### config.mk
export PLATFORM = sky130hd
export DESIGN_NAME = ghn_ram
export DESIGN_NICKNAME = d
export VERILOG_FILES = /design/src/design/ghn_ram.sv
export SDC_FILE = /design/constraint.sdc
export NUM_CORES = 1
export LEC_CHECK = 0
export BUFFER_PORTS_ARGS = -buffer_cell sky130_fd_sc_hd__buf_4
export CORE_MARGIN = 2
export CORE_UTILIZATION = 65
export DETAILED_ROUTE_END_ITERATION = 8
export GPL_TIMING_DRIVEN = 0
export MAX_ROUTING_LAYER = met4
export PLACE_DENSITY = 0.93
export SYNTH_ARGS = -nofsm -noshare
export SYNTH_HDL_FRONTEND = slang
export SYNTH_SLANG_ARGS = --single-unit
export TNS_END_PERCENT = 50
### constraint.sdc
create_clock -name clk -period 2.7 [get_ports clk]
set_clock_uncertainty 0.05 [all_clocks]
set_input_delay 0.135 -clock clk [delete_from_list [all_inputs] [get_ports clk]]
set_output_delay 0.135 -clock clk [all_outputs]
set_load 0.05 [all_outputs]
### src/design/ghn_ram.sv
// ----------------------------------------------------------------------------
// Generic single-port-write RAM
// One write port and one read port, read data registered.
// ----------------------------------------------------------------------------
module ghn_ram #(
  parameter int WIDTH = 8,
  parameter int DEPTH = 16
) (
  input  logic                                 clk,
  input  logic                                 we,
  input  logic [((DEPTH > 1) ? $clog2(DEPTH) : 1)-1:0] waddr,
  input  logic [WIDTH-1:0]                     wdata,
  input  logic                                 re,
  input  logic [((DEPTH > 1) ? $clog2(DEPTH) : 1)-1:0] raddr,
  output logic [WIDTH-1:0]                     rdata
);

  logic [WIDTH-1:0] mem [DEPTH];

  // Write port and registered read port.
  always_ff @(posedge clk) begin
    if (we) begin
      mem[waddr] <= wdata;
    end
    if (re) begin
      rdata <= mem[raddr];
    end
  end

endmodule

==> metrics.txt, run 1 <==
TritonCTS Buffers=17; post_cts resized=0; crit path kind=reg -> reg; Final Max Tran Viols=0; critical path's top delay family=multiplexers; CTS tree=done; Worst Setup End Kind=register; placed insts=roughly 360; Chip Width=approximately 94 µm; gr ovfl total=0; antenna violations before repair=0; Worst-Skew Late Latency=0.53 ns; Post-Syn Instances=229; Ports=27; Longest Clk Path Bufs=2; Std-Cell Rows=32; Area Growth Syn to Fin=20.01%; Final min period=between 1.5 and 2 ns; slew at the pin closest to its max-slew limit=between 1 and 1.5 ns; Max stage delay on crit path=between 0.5 and 0.6 ns; H-tree levels=4; Syn Nets=~250; Max Clk Rate=just under 600 MHz; Post-synth EDFFs=about 140; setup TNS=0 ns; number of cells on the critical path=3; Fillers=363; global placer's final weighted congestion=around 0.8; ys async rst share=0; CTS root buf=clkbuf_8; Hold WS=0.1104 ns; largest net degree at the start of global routing=17; unique cell type count in the Yosys netlist=18; sequential share of the synthesized area=0.7812; Non-Filler Instances=roughly 400; most frequent cells in the layout=136 x edfxtp_1, 26 x buf_4, 18 x mux4_2; Synth area leaders=edfxtp_1 78%, mux4_2 7.8%, mux4_1 7.0%; CP cell instances=mux4_2 -> a22oi_1 -> nand2_1; height of the chip=about 94 µm; Slew HR=0.1209; WHS Path Cells=2; Final setup viols=0; Core ar.=7767 µm²; dpl hpwl=6315 µm; postcts setup bufs=0; Final Hold Viols=0; Clock transition at path regs=about 0.06 ns; layout cells sized above 1=0.2881; Yosys top cell area share=0.7812; DRT antenna net count=0; drt wl/cell=28.73 µm; Vias/cell=around 6.7; Synth Cell Area=about 5200 µm²; Pre-antenna DRT Iters=5; dominant synthesized flop cell=edfxtp_1; register area=slightly above 4000 µm²; CTS sink cnt=136; YS warnings=0; CP max-delay cell=mux4_2; diodes inserted=0; Iteration-0 DRC Markers=between 200 and 300; R2R depth=3; crit path max fanout=1; class of the worst hold path=in -> reg; All-Layer GR Usage=0.2945; Pwr per Cell Area=between 800 and 900 nW/µm²; final WL=11,410 µm; Synth Register Bits=136; Syn Area/Cell=around 23 µm²; number of port buffers=25; number of max-cap violations=0; leading area contributor after synthesis=edfxtp_1; Nets=between 300 and 400; Critical Path AT=between 1.5 and 2 ns; startpoint type of the worst setup path=register; vias in the first global route=approximately 2,600; CP required=between 2 and 3 ns; die area=a little under 9000 µm²; fin crit share=0.6281; DRC errors left=0; commonest non-fill, non-tap cell in the layout=edfxtp_1; initial core utilization=0.6730; RSZ-0062 raised after global routing=false; first-pass GRT wire length=about 17,000 µm; status=complete, no violations; via count=roughly 2,700; leakage=2.118 nW; multi-input combinational cell area=~1100 µm²; worst path buffer plus inverter count=0; worst vdd ir=between 0.0005 and 0.0006 V
-- state kept, by name, indices dropped and copies added (netlist names) --
register,cells
mem,128
rdata,8
-- metal layers --
metal | track usage | part of all wire | vias to the layer above
met3 | 0.06902 | 0.10 | 27
met5 | - | 0 | -
met1 | 0.4093 | 0.38 | 1358
met2 | 0.4327 | 0.50 | 202
met4 | 0.1256 | 0.026 | 0
li1 | - | - | 1086
-- repair_timing --
item	CTS	global route
hold buffers	9	0
setup endpoints to repair	0	0
endpoints found under the hold margin	136	0
-- synth_stat cells, types with 2 or more instances --
cell	count
nand2b_1	2
nand3b_1	2
clkdlybuf4s25_2	3
buf_2	3
nor2_1	13
a22oi_1	16
mux4_1	14
buf_6	3
nor3_1	4
edfxtp_1	136
mux4_2	18
nand2_1	9
-- per-stage QoR --
| step | power, W | utilization | setup slack, ns | cell area, µm² |
|---|---|---|---|---|
| after floorplan | 0.002588 | - | 1.022 | 5228 |
| after CTS | 0.005155 | 0.8077 | 1.052 | 6274 |
| after global routing | 0.005274 | 0.8077 | 0.8595 | 6274 |
| after detailed placement | 0.002704 | 0.7136 | 0.5228 | 5543 |
| after global placement | 0.002686 | 0.7136 | 0.5207 | 5543 |
| final | 0.005169 | 0.8077 | 1.004 | 6274 |
-- cell families (layout without fill, tap and decap cells) --
kind of cell / Yosys count / after routing / share of synthesized area
AOI/OAI and AO/OA: 16 / 16 / 0.02298
buffers and inverters: 10 / 76 / 0.01651
DFF: 136 / 136 / 0.7812
muxes: 32 / 32 / 0.1479
and+or+nand+nor: 35 / 35 / 0.03136
-- power by group --
group          internal (W)  total (W)  switching (W)  leakage, nW
sequential          0.00238    0.00239      0.0000142         1.24
combinational      0.000114   0.000290       0.000176        0.576
clock               0.00160    0.00249       0.000885        0.306
total               0.00409    0.00517        0.00108         2.12
-- path summary, 6_finish.rpt --
check	slack, ns	to	start
worst min register to register	0.74	rdata[7]	mem[10][7]
worst max register to register	1.00	rdata[7]	mem[7][7]
worst max-delay path	1.00	rdata[7]	mem[7][7]
worst min-delay path	0.11	mem[0][0]	waddr[0]
-- layout make-up --
class / instances / share of cell area
multi-input cells: 83 / 0.1685
well taps: 102 / 0.02034
flip-flops and latches: 136 / 0.6510
repair buffers: 34 / 0.04428
plain buffers: 10 / 0.01376
clock buffers: 18 / 0.06661
clock inverters: 14 / 0.03550
No activity file was read; power rests on OpenSTA's default activity.
==> run 2: changes to the inputs <==
--- a/config.mk
+++ b/config.mk
@@ -7,11 +7,11 @@
 export LEC_CHECK = 0
 export BUFFER_PORTS_ARGS = -buffer_cell sky130_fd_sc_hd__buf_4
 export CORE_MARGIN = 2
-export CORE_UTILIZATION = 65
+export CORE_UTILIZATION = 60
 export DETAILED_ROUTE_END_ITERATION = 8
 export GPL_TIMING_DRIVEN = 0
 export MAX_ROUTING_LAYER = met4
-export PLACE_DENSITY = 0.93
+export PLACE_DENSITY = 0.87
 export SYNTH_ARGS = -nofsm -noshare
 export SYNTH_HDL_FRONTEND = slang
 export SYNTH_SLANG_ARGS = --single-unit
==> constraint.sdc (replaced) <==
create_clock -name clk -period 1.7 [get_ports clk]
set_clock_uncertainty 0.05 [all_clocks]
set_input_delay 0.085 -clock clk [delete_from_list [all_inputs] [get_ports clk]]
set_output_delay 0.085 -clock clk [all_outputs]
set_load 0.05 [all_outputs]
==> run 2 against run 1 <==
Compared with the run above: global-route usage is 4.5 points lower; sequential share of layout area decreased by 0.065 points; non-clock buffer count up 2; largest cell class unchanged; design area about the same; count of clock-buffer cells in the layout down 1; combinational power rose by 57%; highest routed layer unchanged; clock power grew 52%; critical path depth stayed put; critical endpoint is now rdata[0]; critical path type unchanged; final cell count is 2.0% higher.
==> metrics.txt, run 2 (synthesis results as in run 1) <==
WHS Path Cells=2 (unchanged); Ports=27 (unchanged); diodes inserted=0 (unchanged); Max stage delay on crit path=0.56 ns (was 0.54 ns); Longest Clk Path Bufs=2 (unchanged); Pre-antenna DRT Iters=7 (was 5); crit path max fanout=1 (unchanged); Std-Cell Rows=34 (was 32); CTS sink cnt=136 (unchanged); final WL=10,550 µm (was 11,410 µm); most frequent cells in the layout=136 x edfxtp_1, 26 x buf_4, 18 x mux4_2 (unchanged); Final min period=1.658 ns (was 1.696 ns); Worst-Skew Late Latency=0.51 ns (was 0.53 ns); Reg2Reg Capture Point=rdata[0] (was rdata[7]); gr ovfl total=0 (unchanged); Max Clk Rate=603.0 MHz (was 589.6 MHz); vias in the first global route=2,709 (was 2,644); DRC errors left=0 (unchanged); Hold WS=0.05798 ns (was 0.1104 ns); leakage=2.101 nW (was 2.118 nW); biggest regs=mem x128, rdata x8 (unchanged); reg2reg start=mem[1][0] (was mem[7][7]); global placer's final weighted congestion=0.7832 (was 0.8154); postcts setup bufs=0 (unchanged); CTS tree=done (unchanged); first-pass GRT wire length=16,150 µm (was 16,670 µm); drt wl/cell=26.04 µm (was 28.73 µm); Vias/cell=6.519 (was 6.733); worst path buffer plus inverter count=0 (unchanged); CTS root buf=clkbuf_8 (unchanged); number of port buffers=25 (unchanged); critical path's top delay family=multiplexers (unchanged); Reg2Reg Setup Slack=0.04 ns (was 1.00 ns); CP Launch Point=mem[1][0] (was mem[7][7]); fin crit share=0.9755 (was 0.6281); antenna violations before repair=0 (unchanged); Final Max Tran Viols=0 (unchanged); total power=0.008042 W (was 0.005169 W); slew at the pin closest to its max-slew limit=1.266 ns (was 1.309 ns); class of the worst hold path=in -> reg (unchanged); largest net degree at the start of global routing=17 (unchanged); CP required=1.90 ns (was 2.92 ns); number of max-cap violations=0 (unchanged); Iteration-0 DRC Markers=269 (was 256); status=complete, no violations (unchanged); layout cells sized above 1=0.2929 (was 0.2881); CP max-delay cell=mux4_1 (was mux4_2); worst vdd ir=0.001396 V (was 0.0005655 V); via count=2,640 (was 2,673); dpl hpwl=6091 µm (was 6315 µm); Clock transition at path regs=0.06 ns (about the same); height of the chip=97.34 µm (was 93.68 µm); end of the critical path=rdata[0] (was rdata[7]); RSZ-0062 raised after global routing=false (unchanged); Core ar.=8593 µm² (was 7767 µm²); number of cells on the critical path=3 (unchanged); TritonCTS Buffers=17 (unchanged); Fillers=448 (was 363); Chip Width=97.34 µm (was 93.68 µm); DRT antenna net count=0 (unchanged); H-tree levels=4 (unchanged); R2R depth=3 (unchanged); max FFs per register=128 (unchanged); die area=9475 µm² (was 8776 µm²); Final Hold Viols=0 (unchanged); initial core utilization=0.6083 (was 0.6730); Slew HR=0.1497 (was 0.1209); Final setup viols=0 (unchanged); CP cell instances=mux4_1 -> a22oi_1 -> nand2_1 (was mux4_2 -> a22oi_1 -> nand2_1); Area Growth Syn to Fin=20.13% (was 20.01%); Pwr per Cell Area=1281 nW/µm² (was 824.0 nW/µm²); Nets=303 (was 301); Worst Setup End Kind=register (unchanged); commonest non-fill, non-tap cell in the layout=edfxtp_1 (unchanged); All-Layer GR Usage=0.2491 (was 0.2945); Critical Path AT=1.86 ns (was 1.91 ns); Biggest register=mem (unchanged); startpoint type of the worst setup path=register (unchanged); crit path kind=reg -> reg (unchanged)
## run 2: cell types whose count changed in the layout (fill, tap and decap cells not counted)
cell and delta:
bufinv_16 -1, clkbuf_1 -1, clkinv_2 +1, clkinv_4 -5, clkinvlp_4 +5, dlygate4sd3_1 +2
inv_6 +1, nor3_1 -1, nor3_2 +1
## run 2: where the power goes
group	total [W]	internal (W)	switching [W]
Sequential	0.00380	0.00378	0.0000201
Clock	0.00379	0.00238	0.00141
Combinational	0.000454	0.000184	0.000271
Total	0.00804	0.00634	0.00170
## run 2: what timing repair did
action | CTS | global route
hold buffers | 11 | 0
gates resized for setup | 1 | 0
endpoints found under the setup margin | 8 | 0
hold endpoints to repair | 144 | 0
## run 2: area by class of cell
class | instances | area, µm² | area share
plain buffers | 10 | 86.33 | 0.01375
clock buffers | 17 | 414.1 | 0.06595
clock inverters | 15 | 200.2 | 0.03188
multi-input cells | 83 | 1062 | 0.1692
flip-flops and latches | 136 | 4084 | 0.6503
well taps | 108 | 135.1 | 0.02152
repair buffers | 36 | 297.8 | 0.04742
## run 2: worst min path at each step
| stage | from | to | slack, ns |
|---|---|---|---|
| floorplan | wdata[0] | mem[0][0] | 0.13 |
| global placement | re | rdata[3] | 0.31 |
| detailed placement | re | rdata[7] | 0.32 |
| CTS | waddr[0] | mem[4][6] | 0.03 |
| global route | waddr[0] | mem[4][6] | 0.06 |
| finish | waddr[0] | mem[4][5] | 0.06 |
## run 2: routing by layer
layer / routed length [µm] / global-route usage / vias to the layer above
met5: 0 / - / -
met4: 237 / 0.1090 / 0
li1: - / - / 1093
met1: 4234 / 0.3348 / 1342
met2: 5292 / 0.3798 / 179
met3: 782 / 0.05180 / 26
## run 2: worst register-to-register path: stages, from the launching register on
cell      delay [ns]
edfxtp_1        0.38
mux4_1          0.56
a22oi_1         0.30
nand2_1         0.11
## run 2: per-stage QoR
stage / setup slack (ns) / instance area (µm²) / cells / util / setup TNS [ns]
6_report: 0.04171 / 6280 / 405 / 0.7308 / 0
5_1_grt: 0.05118 / 6280 / 405 / 0.7308 / 0
4_1_cts: 0.06124 / 6280 / 405 / 0.7308 / 0
3_5_place_dp: -0.4699 / 5550 / 362 / 0.6459 / -10.17
3_3_place_gp: -0.4381 / 5550 / 362 / 0.6459 / -7.771
2_1_floorplan: 0.07213 / 5228 / 229 / - / 0
==> run 3: changes to the inputs <==
--- a/config.mk
+++ b/config.mk
@@ -12,6 +12,7 @@
 export GPL_TIMING_DRIVEN = 0
 export MAX_ROUTING_LAYER = met4
 export PLACE_DENSITY = 0.87
+export SETUP_SLACK_MARGIN = 0.3
 export SYNTH_ARGS = -nofsm -noshare
 export SYNTH_HDL_FRONTEND = slang
 export SYNTH_SLANG_ARGS = --single-unit
==> run 3 against run 2 <==
Compared with the run above: combinational power rose by 4%; routed wire length rose by 2.6%; clock power fell by 8.4%; utilization fell by 0.87 points; critical path depth did not move; highest routed layer unchanged; the flow now finishes with violations (hold timing); global-route usage rose by 0.16 points; first-iteration DRC count rose by 89%; worst setup slack improved by 0.12 ns; fmax rose by 7.7%; register-to-register slack improved by 0.12 ns; critical endpoint unchanged.
==> metrics.txt, run 3 (synthesis results as in run 1) <==
status=complete, but fails checks (was complete, no violations); failing checks=hold timing; DRC errors left=0 (unchanged); initial core utilization=0.6083 (unchanged); RSZ-0062 raised after global routing=true (was false); Final Hold Viols=8 (was 0); max FFs per register=128 (unchanged); setup TNS=0 ns (unchanged); Max stage delay on crit path=0.48 ns (was 0.56 ns); CTS tree=done (unchanged); Worst Setup End Kind=register (unchanged); Pwr per Cell Area=1247 nW/µm² (was 1281 nW/µm²); Final Max Tran Viols=0 (unchanged); fin crit share=0.9054 (was 0.9755); startpoint type of the worst setup path=register (unchanged); CP required=1.91 ns (was 1.90 ns); CP cell instances=mux4_2 -> a22oi_2 -> nand2_1 (was mux4_1 -> a22oi_1 -> nand2_1); crit path max fanout=1 (unchanged); die area=9475 µm² (unchanged); CTS sink cnt=136 (unchanged); sequential share of power=0.491 (was 0.472); first-pass GRT wire length=16,200 µm (was 16,150 µm); internal power=0.006053 W (was 0.006344 W); biggest regs=mem x128, rdata x8 (unchanged); Pre-antenna DRT Iters=5 (was 7); height of the chip=97.34 µm (unchanged); final instance area=6205 µm² (was 6280 µm²); H-tree levels=4 (unchanged); Final setup viols=0 (unchanged); CTS root buf=clkbuf_8 (unchanged); Clock transition at path regs=0.06 ns (about the same); Hold WS=-0.01789 ns (was 0.05798 ns); hold buffers post-CTS=9 (was 11); drt wl/cell=26.85 µm (was 26.04 µm); leakage=2.024 nW (was 2.101 nW); Slew HR=0.1664 (was 0.1497); Max Clk Rate=649.7 MHz (was 603.0 MHz); largest net degree at the start of global routing=17 (unchanged); Place WS=-0.1473 ns (was -0.4699 ns); Critical Path AT=1.75 ns (was 1.86 ns); Std-Cell Rows=34 (unchanged); dpl hpwl=6307 µm (was 6091 µm); number of port buffers=25 (unchanged); antenna violations before repair=0 (unchanged); Chip Width=97.34 µm (unchanged); via count=2,664 (was 2,640); Nets=301 (was 303); Gate power share=0.061 (was 0.057); commonest non-fill, non-tap cell in the layout=edfxtp_1 (unchanged); All-Layer GR Usage=0.2507 (was 0.2491); Iteration-0 DRC Markers=509 (was 269); slew at the pin closest to its max-slew limit=1.241 ns (was 1.266 ns); layout cells sized above 1=0.3593 (was 0.2929); Final WS setup=0.1608 ns (was 0.04171 ns); Worst-Skew Late Latency=0.52 ns (was 0.51 ns); diodes inserted=0 (unchanged); Core ar.=8593 µm² (unchanged); gr ovfl total=0 (unchanged); worst vdd ir=0.0009119 V (was 0.001396 V); Vias/cell=6.610 (was 6.519); final WL=10,820 µm (was 10,550 µm); DRT antenna net count=0 (unchanged); Biggest register=mem (unchanged); Sw Ratio=0.2177 (was 0.2111); Clock Power Share=0.448 (was 0.471); TritonCTS Buffers=17 (unchanged); placed cell areas=5555 µm² (was 5550 µm²); total power=0.007738 W (was 0.008042 W); Longest Clk Path Bufs=2 (unchanged); CP max-delay cell=mux4_2 (was mux4_1); Switch Pwr=0.001684 W (was 0.001697 W); global placer's final weighted congestion=0.7792 (was 0.7832); class of the worst hold path=in -> reg (unchanged); crit path kind=reg -> reg (unchanged); Area Growth Syn to Fin=18.69% (was 20.13%); most frequent cells in the layout=136 x edfxtp_1, 31 x mux4_2, 26 x buf_4 (was 136 x edfxtp_1, 26 x buf_4, 18 x mux4_2); utilization after layout=0.7220 (was 0.7308); Final min period=1.539 ns (was 1.658 ns); number of max-cap violations=0 (unchanged); vias in the first global route=2,657 (was 2,709); Ports=27 (unchanged)
## run 3: worst max-delay path: cells and delay by family, from the launching register on
family,cells,cell delay [ns]
muxes,1,0.48
DFF,1,0.41
AOI/OAI and AO/OA,1,0.23
and+or+nand+nor,1,0.11
## run 3: metal layers
layer	wire (µm)	vias to the layer above	track usage
li1	-	1076	-
met2	5412	203	0.3798
met3	929	35	0.06619
met5	0	-	-
met1	4135	1350	0.3395
met4	342	0	0.08761
## run 3: final cells by class
class                           instances  area [µm²]
Buffer                                 10       86.33
Clock buffer                           17       414.1
Clock inverter                         15       153.9
Fill cell                             470        2389
Multi-Input combinational cell         83        1054
Sequential cell                       136        4084
Tap cell                              108       135.1
Timing Repair Buffer                   34       277.8
## run 3: what timing repair did
action | in CTS | in global routing
endpoints found under the setup margin | 8 | 16
gates cloned | 0 | 0
endpoints found under the hold margin | 144 | 8
pin swaps | 6 | 7
resized for setup | 10 | 11
buffers inserted | 0 | 0
## run 3: power by group through the flow
stage | clock (W) | sequential (W) | combinational, W
after floorplan | 0 | 0.00392 | 0.000191
after global placement | 0 | 0.00386 | 0.000409
after detailed placement | 0 | 0.00387 | 0.000428
after CTS | 0.00349 | 0.00380 | 0.000463
after global routing | 0.00364 | 0.00381 | 0.000497
final | 0.00347 | 0.00380 | 0.000470
## run 3: path summary, 6_finish.rpt
kind | slack (ns) | from | cells after the start | end
worst max-delay path | 0.16 | mem[1][0] | 3 | rdata[0]
worst min-delay path | -0.02 | waddr[0] | 2 | mem[0][7]
worst max register to register | 0.16 | mem[1][0] | 3 | rdata[0]
worst min register to register | 0.73 | mem[11][4] | 3 | rdata[4]
## run 3: per-stage QoR
stage | hold slack (ns) | cells
2_1_floorplan | 0.1339 | 229
4_1_cts | -0.03132 | 403
6_report | -0.01789 | 403
5_1_grt | -0.01714 | 403
3_3_place_gp | 0.3125 | 362
3_5_place_dp | 0.3236 | 362
