## src/design/ghn_pkg.sv

```systemverilog
// ----------------------------------------------------------------------------
// Gray histogram normaliser package
// Shared sizes, command codes, word types and helper functions.
// ----------------------------------------------------------------------------
package ghn_pkg;

  // Histogram geometry.
  localparam int BINS        = 256;
  localparam int COUNT_WIDTH = 24;
  localparam int BIN_AW      = (BINS > 1) ? $clog2(BINS) : 1;

  // Field widths of the words on the ports.
  localparam int CMD_W     = 2;
  localparam int SAMPLE_W  = 8;
  localparam int OUT_CW    = 24;
  localparam int PROB_W    = 17;
  localparam int FRAC_W    = 16;
  localparam int ONE_FIXED = 65536;

  // Divider geometry: the dividend is the count shifted up by the fraction.
  localparam int DIV_W   = COUNT_WIDTH + FRAC_W;
  localparam int DIV_CNT = $clog2(DIV_W + 1);

  // Command codes.
  localparam logic [CMD_W-1:0] CMD_ADD   = 2'd0;
  localparam logic [CMD_W-1:0] CMD_READ  = 2'd1;
  localparam logic [CMD_W-1:0] CMD_CLEAR = 2'd2;

  typedef struct packed {
    logic [CMD_W-1:0]    command;
    logic [SAMPLE_W-1:0] sample;
    logic [SAMPLE_W-1:0] query_bin;
  } in_word_t;

  typedef struct packed {
    logic [OUT_CW-1:0] bin_count;
    logic [PROB_W-1:0] probability;
    logic              empty_flag;
  } out_word_t;

  // Sequencer states.
  typedef enum logic [1:0] {
    ST_IDLE,
    ST_LOOK,
    ST_DIV,
    ST_DONE
  } state_t;

  // Control to and status from the shared divider.
  typedef struct packed {
    logic start;
  } div_ctrl_t;

  typedef struct packed {
    logic busy;
    logic done;
  } div_stat_t;

  // Saturating increment of a counter.
  function automatic logic [COUNT_WIDTH-1:0] sat_inc(input logic [COUNT_WIDTH-1:0] v);
    return (v == {COUNT_WIDTH{1'b1}}) ? v : v + 1'b1;
  endfunction

  // Fit a counter value into the bin_count field of the result word.
  function automatic logic [OUT_CW-1:0] to_out_count(input logic [COUNT_WIDTH-1:0] v);
    logic [COUNT_WIDTH+OUT_CW-1:0] w;
    w = {{OUT_CW{1'b0}}, v};
    return w[OUT_CW-1:0];
  endfunction

endpackage

```

## src/design/ghn_divider.sv

```systemverilog
// ----------------------------------------------------------------------------
// Iterative restoring divider
// Divides a bin count, scaled by 2^16, by the sample total, one quotient bit
// per cycle through a single shared subtract and compare.
// ----------------------------------------------------------------------------
module ghn_divider
  import ghn_pkg::*;
(
  input  logic                   clk,
  input  logic                   rst_n,
  input  div_ctrl_t              ctrl,
  input  logic [COUNT_WIDTH-1:0] count,
  input  logic [COUNT_WIDTH-1:0] divisor,
  output div_stat_t              stat,
  output logic [DIV_W-1:0]       quotient
);

  logic [DIV_W-1:0]       dvd_r, dvd_nxt;
  logic [DIV_W-1:0]       quo_r, quo_nxt;
  logic [COUNT_WIDTH-1:0] rem_r, rem_nxt;
  logic [COUNT_WIDTH-1:0] dsr_r, dsr_nxt;
  logic [DIV_CNT-1:0]     cnt_r, cnt_nxt;
  logic                   busy_r, busy_nxt;
  logic                   done_r, done_nxt;
  logic [COUNT_WIDTH:0]   trial;
  logic [COUNT_WIDTH:0]   diff;
  logic                   fits;

  // The shared unit: shift in one dividend bit, compare and subtract.
  assign trial = {rem_r, dvd_r[DIV_W-1]};
  assign diff  = trial - {1'b0, dsr_r};
  assign fits  = (trial >= {1'b0, dsr_r});

  always_comb begin
    dvd_nxt  = dvd_r;
    quo_nxt  = quo_r;
    rem_nxt  = rem_r;
    dsr_nxt  = dsr_r;
    cnt_nxt  = cnt_r;
    busy_nxt = busy_r;
    done_nxt = 1'b0;
    if (ctrl.start) begin
      dvd_nxt  = {count, {FRAC_W{1'b0}}};
      quo_nxt  = '0;
      rem_nxt  = '0;
      dsr_nxt  = divisor;
      cnt_nxt  = '0;
      busy_nxt = 1'b1;
    end else if (busy_r) begin
      dvd_nxt = {dvd_r[DIV_W-2:0], 1'b0};
      quo_nxt = {quo_r[DIV_W-2:0], fits};
      rem_nxt = fits ? diff[COUNT_WIDTH-1:0] : trial[COUNT_WIDTH-1:0];
      cnt_nxt = cnt_r + 1'b1;
      if (cnt_r == DIV_CNT'(DIV_W - 1)) begin
        busy_nxt = 1'b0;
        done_nxt = 1'b1;
      end
    end
  end

  // Control state is reset; the datapath is not.
  always_ff @(posedge clk) begin
    if (!rst_n) begin
      busy_r <= 1'b0;
      done_r <= 1'b0;
      cnt_r  <= '0;
    end else begin
      busy_r <= busy_nxt;
      done_r <= done_nxt;
      cnt_r  <= cnt_nxt;
    end
  end

  always_ff @(posedge clk) begin
    dvd_r <= dvd_nxt;
    quo_r <= quo_nxt;
    rem_r <= rem_nxt;
    dsr_r <= dsr_nxt;
  end

  assign stat.busy = busy_r;
  assign stat.done = done_r;
  assign quotient  = quo_r;

endmodule

```

## config.mk

```make
export PLATFORM = sky130hd
export DESIGN_NAME = ghn_divider
export DESIGN_NICKNAME = d
export VERILOG_FILES = /design/src/design/ghn_pkg.sv /design/src/design/ghn_divider.sv
export SDC_FILE = /design/constraint.sdc
export NUM_CORES = 1
export LEC_CHECK = 0
export ABC_CLOCK_PERIOD_IN_PS = 3200
export BUFFER_PORTS_ARGS = -buffer_cell sky130_fd_sc_hd__buf_2
export CAP_MARGIN = 25
export CORE_UTILIZATION = 57
export CTS_CLUSTER_SIZE = 10
export DETAILED_ROUTE_END_ITERATION = 10
export PLACE_DENSITY_LB_ADDON = 0.15
export SKIP_LAST_GASP = 1
export SLEW_MARGIN = 5
export SYNTH_ARGS = -nofsm -noshare
export SYNTH_HDL_FRONTEND = slang
export SYNTH_SLANG_ARGS = --single-unit
```

## constraint.sdc

```tcl
create_clock -name clk -period 3.2 [get_ports clk]
set_input_delay 0.48 -clock clk [delete_from_list [all_inputs] [get_ports clk]]
set_output_delay 0.48 -clock clk [all_outputs]
set_load 0.005 [all_outputs]
```

==> results of run 1 <==
## routing by layer
layer | wire (microns) | up-vias | track usage [%]
li1 | - | 2212 | -
met1 | 5290 | 2053 | 28.1
met2 | 5830 | 112 | 39.9
met3 | 705 | 22 | 8.02
met4 | 179 | 0 | 7.35
met5 | 0 | - | 0
## report_power, final
part	total [mW]	internal, mW	switching [mW]
Sequential	1.73	1.69	0.0394
Combinational	0.604	0.259	0.344
Clock	1.68	1.03	0.648
## critical path: stages, from the launching register on
cell	delay (ns)
edfxtp_1	0.32
inv_1	0.05
ha_1	0.37
inv_2	0.07
nor3_2	0.22
nand3_1	0.16
nor4_1	0.41
or4_4	0.23
a31o_4	0.33
o311ai_1	0.19
a311oi_2	0.28
## flip-flops by register name, summed over array words and instances, names as in the netlist
register	count
busy_r	1
cnt_r	6
done_r	1
dsr_r	24
dvd_r	24
quotient	40
rem_r	24
## cells in the final DEF (no fill, tap or decap), types with 2 or more instances in the layout
master	synthesis	layout
nand3_1	12	12
o21a_1	3	3
inv_4	0	3
xnor2_1	13	13
a21boi_0	3	3
o211ai_1	2	2
a21o_1	7	7
edfxtp_1	48	48
clkbuf_8	0	3
a31oi_1	2	2
mux2i_1	54	54
a21oi_1	32	32
clkinv_2	0	3
buf_2	2	91
nand2b_1	5	5
inv_2	2	2
or3_1	2	2
and3_1	5	5
dfxtp_1	72	71
and2_1	2	2
nor2_1	78	78
nand4_1	8	8
a211oi_1	21	21
inv_1	27	27
clkbuf_1	17	4
nor3_1	7	7
o21ai_1	2	2
ha_1	25	25
clkbuf_16	0	17
buf_4	2	4
nor2b_1	6	6
xor2_1	6	6
mux2_2	23	23
o311ai_0	2	2
o21ai_0	13	13
nor4_1	2	2
nand2_1	19	19
## how the worst max path moves through the flow
stage | slack (ns) | depth (start not counted) | to
after floorplan | 0.76 | 12 | rem_r[4]
after global placement | 0.49 | 10 | rem_r[17]
after detailed placement | 0.46 | 10 | rem_r[17]
after CTS | 0.44 | 10 | rem_r[17]
after global routing | 0.26 | 10 | rem_r[11]
final | 0.48 | 10 | rem_r[17]
## metrics by stage
stage | util, % | cells | setup slack [ns] | total power, mW
after floorplan | - | 564 | 0.755 | 2.22
after global placement | 65.0 | 764 | 0.492 | 2.34
after detailed placement | 65.0 | 764 | 0.457 | 2.35
after CTS | 70.3 | 795 | 0.441 | 4.04
after global routing | 70.3 | 795 | 0.260 | 4.19
final | 70.3 | 795 | 0.479 | 4.01
## cells by family (layout without fill, tap and decap cells)
kind of cell             after synthesis  count (layout)
buffers and inverters                 59             157
multiplexers                          77              77
XOR/XNOR                              19              19
AND/OR/NAND/NOR                      157             157
flip-flops                           120             120
adder cells (fa/ha/maj)               26              26
AO/OA/AOI/OAI                        106             106
## layout make-up
type / instances / share of cell area, %
Tap cell: 133 / 2.38
Clock buffer: 24 / 6.89
Timing Repair Buffer: 96 / 7.23
Clock inverter: 7 / 0.608
Sequential cell: 120 / 41.3
Multi-Input combinational cell: 385 / 40.0
Inverter: 30 / 1.61
==> run summary, run 1 <==
Die Footprint: 10900 sq um
distinct cell type count of the synthesized netlist: 68
# IOs: 93
Yosys top cell by area: dfxtp_1
# rows: 36
top post-synthesis cells by count: 78 x nor2_1, 72 x dfxtp_1, 54 x mux2i_1
PortBufs: 92
top cells by area, synth: dfxtp_1 24%, edfxtp_1 24%, mux2i_1 9.1%
capturing point of the worst reg2reg path: rem_r[17]
Area growth, synth to finish: 17.5%
largest family of logic cells by synthesized area: multiplexers
post-synthesis xor/xnor area fraction: 2.80%
slew at the pin closest to its max-slew limit: 0.586 ns
Most used DFF post-synth: dfxtp_1
reg-to-reg startpoint: dsr_r[16]
Die H: 104 microns
CTS-repair resized insts: 0
Hold WS: 0.129 ns
number of fillers in the final layout: 759
period utilization: 85.0%
share of cells above drive strength 1: 24.2%
1st-pass router iterations: 4
hold path cells: 1
Setup Buffers After CTS: 0
H-tree Lvls: 4
GRT Total Usage: 23.6%
FF+latch count, synth: 120
Placement Cell Area: 6470 sq um
final instance area: 7000 sq um
CTS Buffer Depth: 2
top cell type's share of synthesized area: 24.2%
Required @ worst endpoint: 3.63 ns
FFs w/ async S/R, synth: 0%
status: completed
DR iter-0 viols: 209
Final Hold Vio Count: 0
HP Class: in2reg
CTS tree: yes
flop-to-flop setup slack: 0.48 ns
Startpoint Class: flip-flop
Synth Instances: 564
Routability Congestion: 0.896
Die X: 104 microns
largest net degree at the start of global routing: 112
Max Cap Viol: 0
HPWL after DPL: 8060 microns
Relative slew margins: 60.9%
Clock Tree Root: clkbuf_8
Post-Synth Adder-Cell Area: 5.59%
skew final: 0.00911 ns
initial antenna violation count: 0
Clock Latency Late Sink: 0.52 ns
Routed Antenna Nets: 0
Max VDD drop: 0.425 mV
initial cell density of the core: 59.8%
n_diodes: 0
Reg clk slew, reported paths: 0.06 ns
beginning of the worst hold path: divisor[0]
first-pass GRT wire length: 20300 microns
max-slew violation count: 0
Nets: 727
synthesized area: 5950 sq um
area of the core: 9950 sq um
final setup TNS: 0 ns
reg2reg path depth: 10
via count: 4399
number of synthesized flops with an enable pin: 48
sequential share of the synthesized area: 48.4%
syn_nets: 641
mux cell area share after synthesis: 13.4%
Reg area: 2890 sq um
WHS Endpoint: dsr_r[0]
WL per Instance: 15.1 microns
CTS Hold Bufs: 0
Setup crit start: dsr_r[16]
Routed Wire Length: 12000 microns
Synth Area in Compound Gates: 12.8%
synthesized-area fraction occupied by and/or/nand/nor cells: 12.4%
Final Critical Period: 2.72 ns
Critical Path Fanout Max: 18
Power Density: 573 nW/um^2
grt total ovfl: 0
vias in the first global route: 4337
Via density: 5.53
area of the multi-input gates: 2800 sq um
Synthesis Warnings: 0
worst path arrival time: 3.15 ns
crit path capture type: flip-flop
Syn Area/Cell: 10.6 sq um
Leak: 2.97 nW
RSZ-0062 raised after global routing: false
critical path class: reg2reg
final setup vio count: 0
count leader, synth: nor2_1
cts bufs inserted: 17
DRC Markers: 0
f_max: 367 MHz
Num Clock Sinks: 120
(Power assumes the default switching activity.)
==> run 2, diff against run 1 <==
--- a/config.mk
+++ b/config.mk
@@ -5,10 +5,10 @@
 export SDC_FILE = /design/constraint.sdc
 export NUM_CORES = 1
 export LEC_CHECK = 0
-export ABC_CLOCK_PERIOD_IN_PS = 3200
+export ABC_CLOCK_PERIOD_IN_PS = 3400
 export BUFFER_PORTS_ARGS = -buffer_cell sky130_fd_sc_hd__buf_2
 export CAP_MARGIN = 25
-export CORE_UTILIZATION = 57
+export CORE_UTILIZATION = 61
 export CTS_CLUSTER_SIZE = 10
 export DETAILED_ROUTE_END_ITERATION = 10
 export PLACE_DENSITY_LB_ADDON = 0.15
==> constraint.sdc (replaced) <==
create_clock -name clk -period 3.4 [get_ports clk]
set_input_delay 0.51 -clock clk [delete_from_list [all_inputs] [get_ports clk]]
set_output_delay 0.51 -clock clk [all_outputs]
set_load 0.005 [all_outputs]
==> run 2 against run 1 <==
Largest cell class unchanged. Critical path type unchanged. Via count grew 0.93%. Maximum frequency is 4.4% lower. Sequential power fell by 6%. Clock power increased by 11%. Critical endpoint is now rem_r[22].
==> run summary, run 2 (same netlist as run 1, synthesis figures left out) <==
setup ws final: 0.554 ns (was 0.479 ns)
via count: 4440 (was 4399)
GRT Total Usage: 26.5% (was 23.6%)
slew at the pin closest to its max-slew limit: 0.798 ns (was 0.586 ns)
area of the core: 9330 sq um (was 9950 sq um)
Critical Path Fanout Max: 5 (was 18)
CTS Hold Bufs: 0 (unchanged)
Num Clock Sinks: 120 (unchanged)
Critical Path, Cell by Cell: inv_1, ha_1, fa_1, nor2b_1, o31ai_4, a211oi_2, o211ai_1, a21oi_1, a311o_1, xnor2_1, o31ai_1 (was inv_1, ha_1, inv_2, nor3_2, nand3_1, nor4_1, or4_4, a31o_4, o311ai_1, a311oi_2)
Via density: 5.61 (was 5.53)
Setup Buffers After CTS: 0 (unchanged)
final instance area: 7080 sq um (was 7000 sq um)
Area growth, synth to finish: 18.9% (was 17.5%)
DRC Markers: 0 (unchanged)
grt peak-use layer: met2 (unchanged)
# rows: 35 (was 36)
hold path cells: 1 (unchanged)
Routability Congestion: 0.938 (was 0.896)
final setup vio count: 0 (unchanged)
P_int: 3.03 mW (was 2.98 mW)
HPWL after DPL: 8130 microns (was 8060 microns)
CTS tree: yes (unchanged)
first-pass GRT wire length: 20600 microns (was 20300 microns)
1st-pass router iterations: 4 (unchanged)
RSZ-0062 raised after global routing: false (unchanged)
Routed Wire Length: 12400 microns (was 12000 microns)
skew final: 0.00752 ns (was 0.00911 ns)
CTS-repair resized insts: 0 (unchanged)
crit path buf inv count: 1 (was 2)
beginning of the worst hold path: divisor[3] (was divisor[0])
DR iter-0 viols: 170 (was 209)
Max VDD drop: 0.437 mV (was 0.425 mV)
Die H: 101 microns (was 104 microns)
Clk pwr share: 45.9% (was 41.9%)
commonest non-fill, non-tap cell in the layout: buf_2 (unchanged)
critical path class: reg2reg (unchanged)
combinational share of power: 13.9% (was 15.1%)
placed insts: 760 (was 764)
CP delay by family, top: compound AO/OA/AOI/OAI gates (was simple AND/OR/NAND/NOR gates)
final setup TNS: 0 ns (unchanged)
period utilization: 83.7% (was 85.0%)
f_max: 351 MHz (was 367 MHz)
WHS Endpoint: dsr_r[3] (was dsr_r[0])
Leak: 3.00 nW (was 2.97 nW)
worst path arrival time: 3.27 ns (was 3.15 ns)
capturing point of the worst reg2reg path: rem_r[22] (was rem_r[17])
Non-Filler Instances: 792 (was 795)
Startpoint Class: flip-flop (unchanged)
H-tree Lvls: 4 (unchanged)
initial cell density of the core: 63.8% (was 59.8%)
Psw: 1.04 mW (was 1.03 mW)
Final Critical Period: 2.85 ns (was 2.72 ns)
number of fillers in the final layout: 656 (was 759)
Sw Ratio: 25.6% (was 25.7%)
flop-to-flop setup slack: 0.55 ns (was 0.48 ns)
share of cells above drive strength 1: 24.6% (was 24.2%)
Reg clk slew, reported paths: 0.06 ns (about the same)
slowest stage delay, CP: 0.41 ns (about the same)
Required @ worst endpoint: 3.82 ns (was 3.63 ns)
initial antenna violation count: 0 (unchanged)
leading cell types in the layout, fill and taps excluded: 91 x buf_2, 78 x nor2_1, 71 x dfxtp_1 (unchanged)
status: completed (unchanged)
HP Class: in2reg (unchanged)
# IOs: 93 (unchanged)
grt total ovfl: 0 (unchanged)
Clock Latency Late Sink: 0.53 ns (was 0.52 ns)
reg-to-reg startpoint: dvd_r[39] (was dsr_r[16])
PortBufs: 92 (unchanged)
vias in the first global route: 4433 (was 4337)
reg2reg path depth: 11 (was 10)
max-slew violation count: 0 (unchanged)
CTS Buffer Depth: 2 (unchanged)
Die X: 101 microns (was 104 microns)
M1 GR Usage: 31.8% (was 28.1%)
Worst path slowest cell: fa_1 (was nor4_1)
Max Cap Viol: 0 (unchanged)
met3 GRT Util: 8.11% (was 8.02%)
largest net degree at the start of global routing: 112 (unchanged)
met2 Use GR: 43.3% (was 39.9%)
WL per Instance: 15.7 microns (was 15.1 microns)
n_diodes: 0 (unchanged)
Routed Antenna Nets: 0 (unchanged)
Nets: 727 (unchanged)
final core utilization: 75.9% (was 70.3%)
cts bufs inserted: 17 (unchanged)
crit path capture type: flip-flop (unchanged)
Placement Cell Area: 6470 sq um (about the same)
pre-CTS WS: 0.685 ns (was 0.457 ns)
Clock Tree Root: clkbuf_8 (unchanged)
Final Hold Vio Count: 0 (unchanged)
max reg flops: 40 (unchanged)
Reg power frac: 40.2% (was 43.1%)
Power Density: 574 nW/um^2 (was 573 nW/um^2)
Relative slew margins: 46.8% (was 60.9%)
Die Footprint: 10200 sq um (was 10900 sq um)
## run 2: cell types whose count changed in the layout (fill, tap and decap cells not counted), sizes merged
cell | before | now
clkbuf | 24 | 18
clkinvlp | 0 | 3
bufinv | 0 | 4
## run 2: power groups by stage
stage               registers [mW]  logic (mW)  clock network [mW]
finish                        1.63       0.564                1.87
global route                  1.64       0.624                1.96
CTS                           1.63       0.561                1.89
detailed placement            1.66       0.554                   0
global placement              1.66       0.542                   0
floorplan                     1.64       0.452                   0
## run 2: how the worst max path moves through the flow
stage / from / to / slack [ns] / depth (start not counted)
after global routing: dvd_r[39] / rem_r[22] / 0.33 / 11
after global placement: dvd_r[39] / rem_r[16] / 0.77 / 11
after floorplan: dsr_r[9] / rem_r[4] / 0.96 / 12
final: dvd_r[39] / rem_r[22] / 0.55 / 11
after CTS: dvd_r[39] / rem_r[22] / 0.57 / 11
after detailed placement: dsr_r[3] / rem_r[11] / 0.69 / 10
## run 2: worst register-to-register path, cell delays in order (launching register included)
cell      delay (ns)
edfxtp_1        0.35
inv_1           0.05
ha_1            0.21
fa_1            0.41
nor2b_1         0.25
o31ai_4         0.11
a211oi_2        0.24
o211ai_1        0.20
a21oi_1         0.28
a311o_1         0.24
xnor2_1         0.10
o31ai_1         0.31
## run 2: cell type report
class	count	area, sq um	area share [%]
Clock buffer	18	418	5.90
Clock inverter	14	195	2.76
Inverter	30	113	1.59
Multi-Input combinational cell	385	2800	39.6
Sequential cell	120	2890	40.8
Tap cell	129	161	2.28
Timing Repair Buffer	96	505	7.14
## run 2: through the flow
stage | power [mW] | hold slack (ns)
finish | 4.06 | 0.150
global route | 4.22 | 0.129
CTS | 4.09 | 0.134
detailed placement | 2.22 | 0.494
global placement | 2.20 | 0.469
floorplan | 2.09 | 0.458
## run 2: metal layers
| layer | routed length, microns | up-vias |
|---|---|---|
| met5 | 0 | - |
| met4 | 310 | 0 |
| met3 | 669 | 29 |
| met2 | 5950 | 113 |
| met1 | 5460 | 2077 |
| li1 | - | 2221 |
==> run 3, diff against run 2 <==
--- a/config.mk
+++ b/config.mk
@@ -5,10 +5,10 @@
 export SDC_FILE = /design/constraint.sdc
 export NUM_CORES = 1
 export LEC_CHECK = 0
-export ABC_CLOCK_PERIOD_IN_PS = 3400
+export ABC_CLOCK_PERIOD_IN_PS = 2900
 export BUFFER_PORTS_ARGS = -buffer_cell sky130_fd_sc_hd__buf_2
 export CAP_MARGIN = 25
-export CORE_UTILIZATION = 61
+export CORE_UTILIZATION = 57
 export CTS_CLUSTER_SIZE = 10
 export DETAILED_ROUTE_END_ITERATION = 10
 export PLACE_DENSITY_LB_ADDON = 0.15
==> constraint.sdc (replaced) <==
create_clock -name clk -period 2.9 [get_ports clk]
set_input_delay 0.435 -clock clk [delete_from_list [all_inputs] [get_ports clk]]
set_output_delay 0.435 -clock clk [all_outputs]
set_load 0.005 [all_outputs]
==> run 3 against run 2 <==
Flip-flop and latch count is the same. Via count grew 0.63%. Routed wire length grew 0.22%. Count of clock-buffer cells in the layout shrank 1. Register-to-register slack lost 0.40 ns. Critical endpoint is now rem_r[16]. First-iteration DRC count grew 39%. Clock skew grew 0.014 ns. Worst setup slack lost 0.40 ns. Cell count grew 1.5%. Critical path depth is the same. Critical path type unchanged.
==> run summary, run 3 (same netlist as run 1, synthesis figures left out) <==
crit path capture type: flip-flop (unchanged)
initial cell density of the core: 59.8% (was 63.8%)
Area growth, synth to finish: 19.3% (was 18.9%)
HPWL after DPL: 8360 microns (was 8130 microns)
vias in the first global route: 4385 (was 4433)
RSZ-0062 raised after global routing: true (was false)
grt total ovfl: 0 (unchanged)
GRT Total Usage: 23.7% (was 26.5%)
PortBufs: 92 (unchanged)
CP delay by family, top: simple AND/OR/NAND/NOR gates (was compound AO/OA/AOI/OAI gates)
HP Class: in2reg (unchanged)
largest net degree at the start of global routing: 47 (was 112)
Final Critical Period: 2.74 ns (was 2.85 ns)
final instance area: 7100 sq um (was 7080 sq um)
commonest non-fill, non-tap cell in the layout: buf_2 (unchanged)
Power Density: 645 nW/um^2 (was 574 nW/um^2)
Reg clk slew, reported paths: 0.06 ns (about the same)
number of fillers in the final layout: 734 (was 656)
CTS Buffer Depth: 2 (unchanged)
Startpoint Class: flip-flop (unchanged)
max reg flops: 40 (unchanged)
Hold WS: 0.0828 ns (was 0.150 ns)
placed insts: 765 (was 760)
max-slew violation count: 0 (unchanged)
first-pass GRT wire length: 20500 microns (was 20600 microns)
slowest stage delay, CP: 0.41 ns (about the same)
# rows: 36 (was 35)
Max Cap Viol: 0 (unchanged)
# IOs: 93 (unchanged)
CTS tree: yes (unchanged)
DR iter-0 viols: 237 (was 170)
Leak: 3.03 nW (was 3.00 nW)
area of the core: 9950 sq um (was 9330 sq um)
final setup vio count: 0 (unchanged)
Nets: 735 (was 727)
Die Footprint: 10900 sq um (was 10200 sq um)
period utilization: 94.6% (was 83.7%)
WL per Instance: 15.5 microns (was 15.7 microns)
slew at the pin closest to its max-slew limit: 0.594 ns (was 0.798 ns)
Critical Path, Cell by Cell: inv_1, ha_1, inv_2, nor3_2, nand3_1, nor4_1, or4_4, a31oi_4, buf_12, or3b_1, a211oi_1 (was inv_1, ha_1, fa_1, nor2b_1, o31ai_4, a211oi_2, o211ai_1, a21oi_1, a311o_1, xnor2_1, o31ai_1)
critical path class: reg2reg (unchanged)
Reg area: 2890 sq um (unchanged)
share of cells above drive strength 1: 25.8% (was 24.6%)
Via density: 5.56 (was 5.61)
Num Clock Sinks: 120 (unchanged)
area of the multi-input gates: 2800 sq um (about the same)
Die H: 104 microns (was 101 microns)
flop-to-flop setup slack: 0.16 ns (was 0.55 ns)
Relative slew margins: 60.4% (was 46.8%)
status: completed (unchanged)
Non-Filler Instances: 804 (was 792)
H-tree Lvls: 4 (unchanged)
worst path arrival time: 3.17 ns (was 3.27 ns)
Routability Congestion: 0.910 (was 0.938)
n_diodes: 0 (unchanged)
cts bufs inserted: 17 (unchanged)
Die X: 104 microns (was 101 microns)
initial antenna violation count: 1 (was 0)
CTS Hold Bufs: 0 (unchanged)
Required @ worst endpoint: 3.32 ns (was 3.82 ns)
Max VDD drop: 0.546 mV (was 0.437 mV)
f_max: 364 MHz (was 351 MHz)
leading cell types in the layout, fill and taps excluded: 91 x buf_2, 78 x nor2_1, 71 x dfxtp_1 (unchanged)
skew final: 0.0215 ns (was 0.00752 ns)
crit path buf inv count: 3 (was 1)
Clock Latency Late Sink: 0.52 ns (was 0.53 ns)
1st-pass router iterations: 5 (was 4)
Critical Path Fanout Max: 11 (was 5)
Routed Antenna Nets: 0 (unchanged)
via count: 4468 (was 4440)
Placement Cell Area: 6470 sq um (unchanged)
DRC Markers: 0 (unchanged)
Routed Wire Length: 12400 microns (about the same)
Final Hold Vio Count: 0 (unchanged)
Clock Tree Root: clkbuf_8 (unchanged)
Worst path slowest cell: nor4_1 (was fa_1)
## run 3: final timing paths
path           startpoint      endpoint  cells past startpoint
max             dsr_r[16]     rem_r[16]                     11
min            divisor[2]      dsr_r[2]                      1
max reg2reg     dsr_r[16]     rem_r[16]                     11
min reg2reg  quotient[39]  quotient[39]                      2
## run 3: layer usage
layer  vias up  track usage (%)  wire (microns)
met2       119             40.4            5990
met1      2103             27.8            5520
met4         0             7.76             176
met3        18             8.46             738
met5         -                0               0
li1       2228                -               -
## run 3: what timing repair did
item,4_1_cts,5_1_grt
setup buffers,0,7
gates resized for setup,0,1
endpoints found under the setup margin,0,3
## run 3: power by group
group	internal, mW	total (mW)	leakage [nW]	switching, mW
logic	0.300	0.686	1.69	0.387
registers	1.86	1.90	1.06	0.0439
clock network	1.22	1.99	0.276	0.767
total	3.38	4.58	3.03	1.20
## run 3: through the flow
stage	worst slack [ns]	util [%]	setup TNS [ns]	power [mW]
finish	0.156	71.3	0	4.58
global route	-0.0151	71.3	-0.0248	4.77
CTS	0.151	70.6	0	4.59
detailed placement	0.160	65.0	0	2.60
global placement	0.197	65.0	0	2.58
floorplan	0.455	-	0	2.45
## run 3: area by class of cell
| class | count | area share [%] |
|---|---|---|
| Timing Repair Buffer | 104 | 7.97 |
| Clock inverter | 15 | 2.13 |
| Inverter | 30 | 1.59 |
| Sequential cell | 120 | 40.7 |
| Tap cell | 133 | 2.34 |
| Clock buffer | 17 | 5.83 |
| Multi-Input combinational cell | 385 | 39.5 |
## run 3: worst reg2reg max path, cell delays in order, from the launching register on
cell and delay (ns):
edfxtp_1 0.32, inv_1 0.05, ha_1 0.38, inv_2 0.07, nor3_2 0.22, nand3_1 0.16
nor4_1 0.41, or4_4 0.23, a31oi_4 0.08, buf_12 0.19, or3b_1 0.36, a211oi_1 0.19
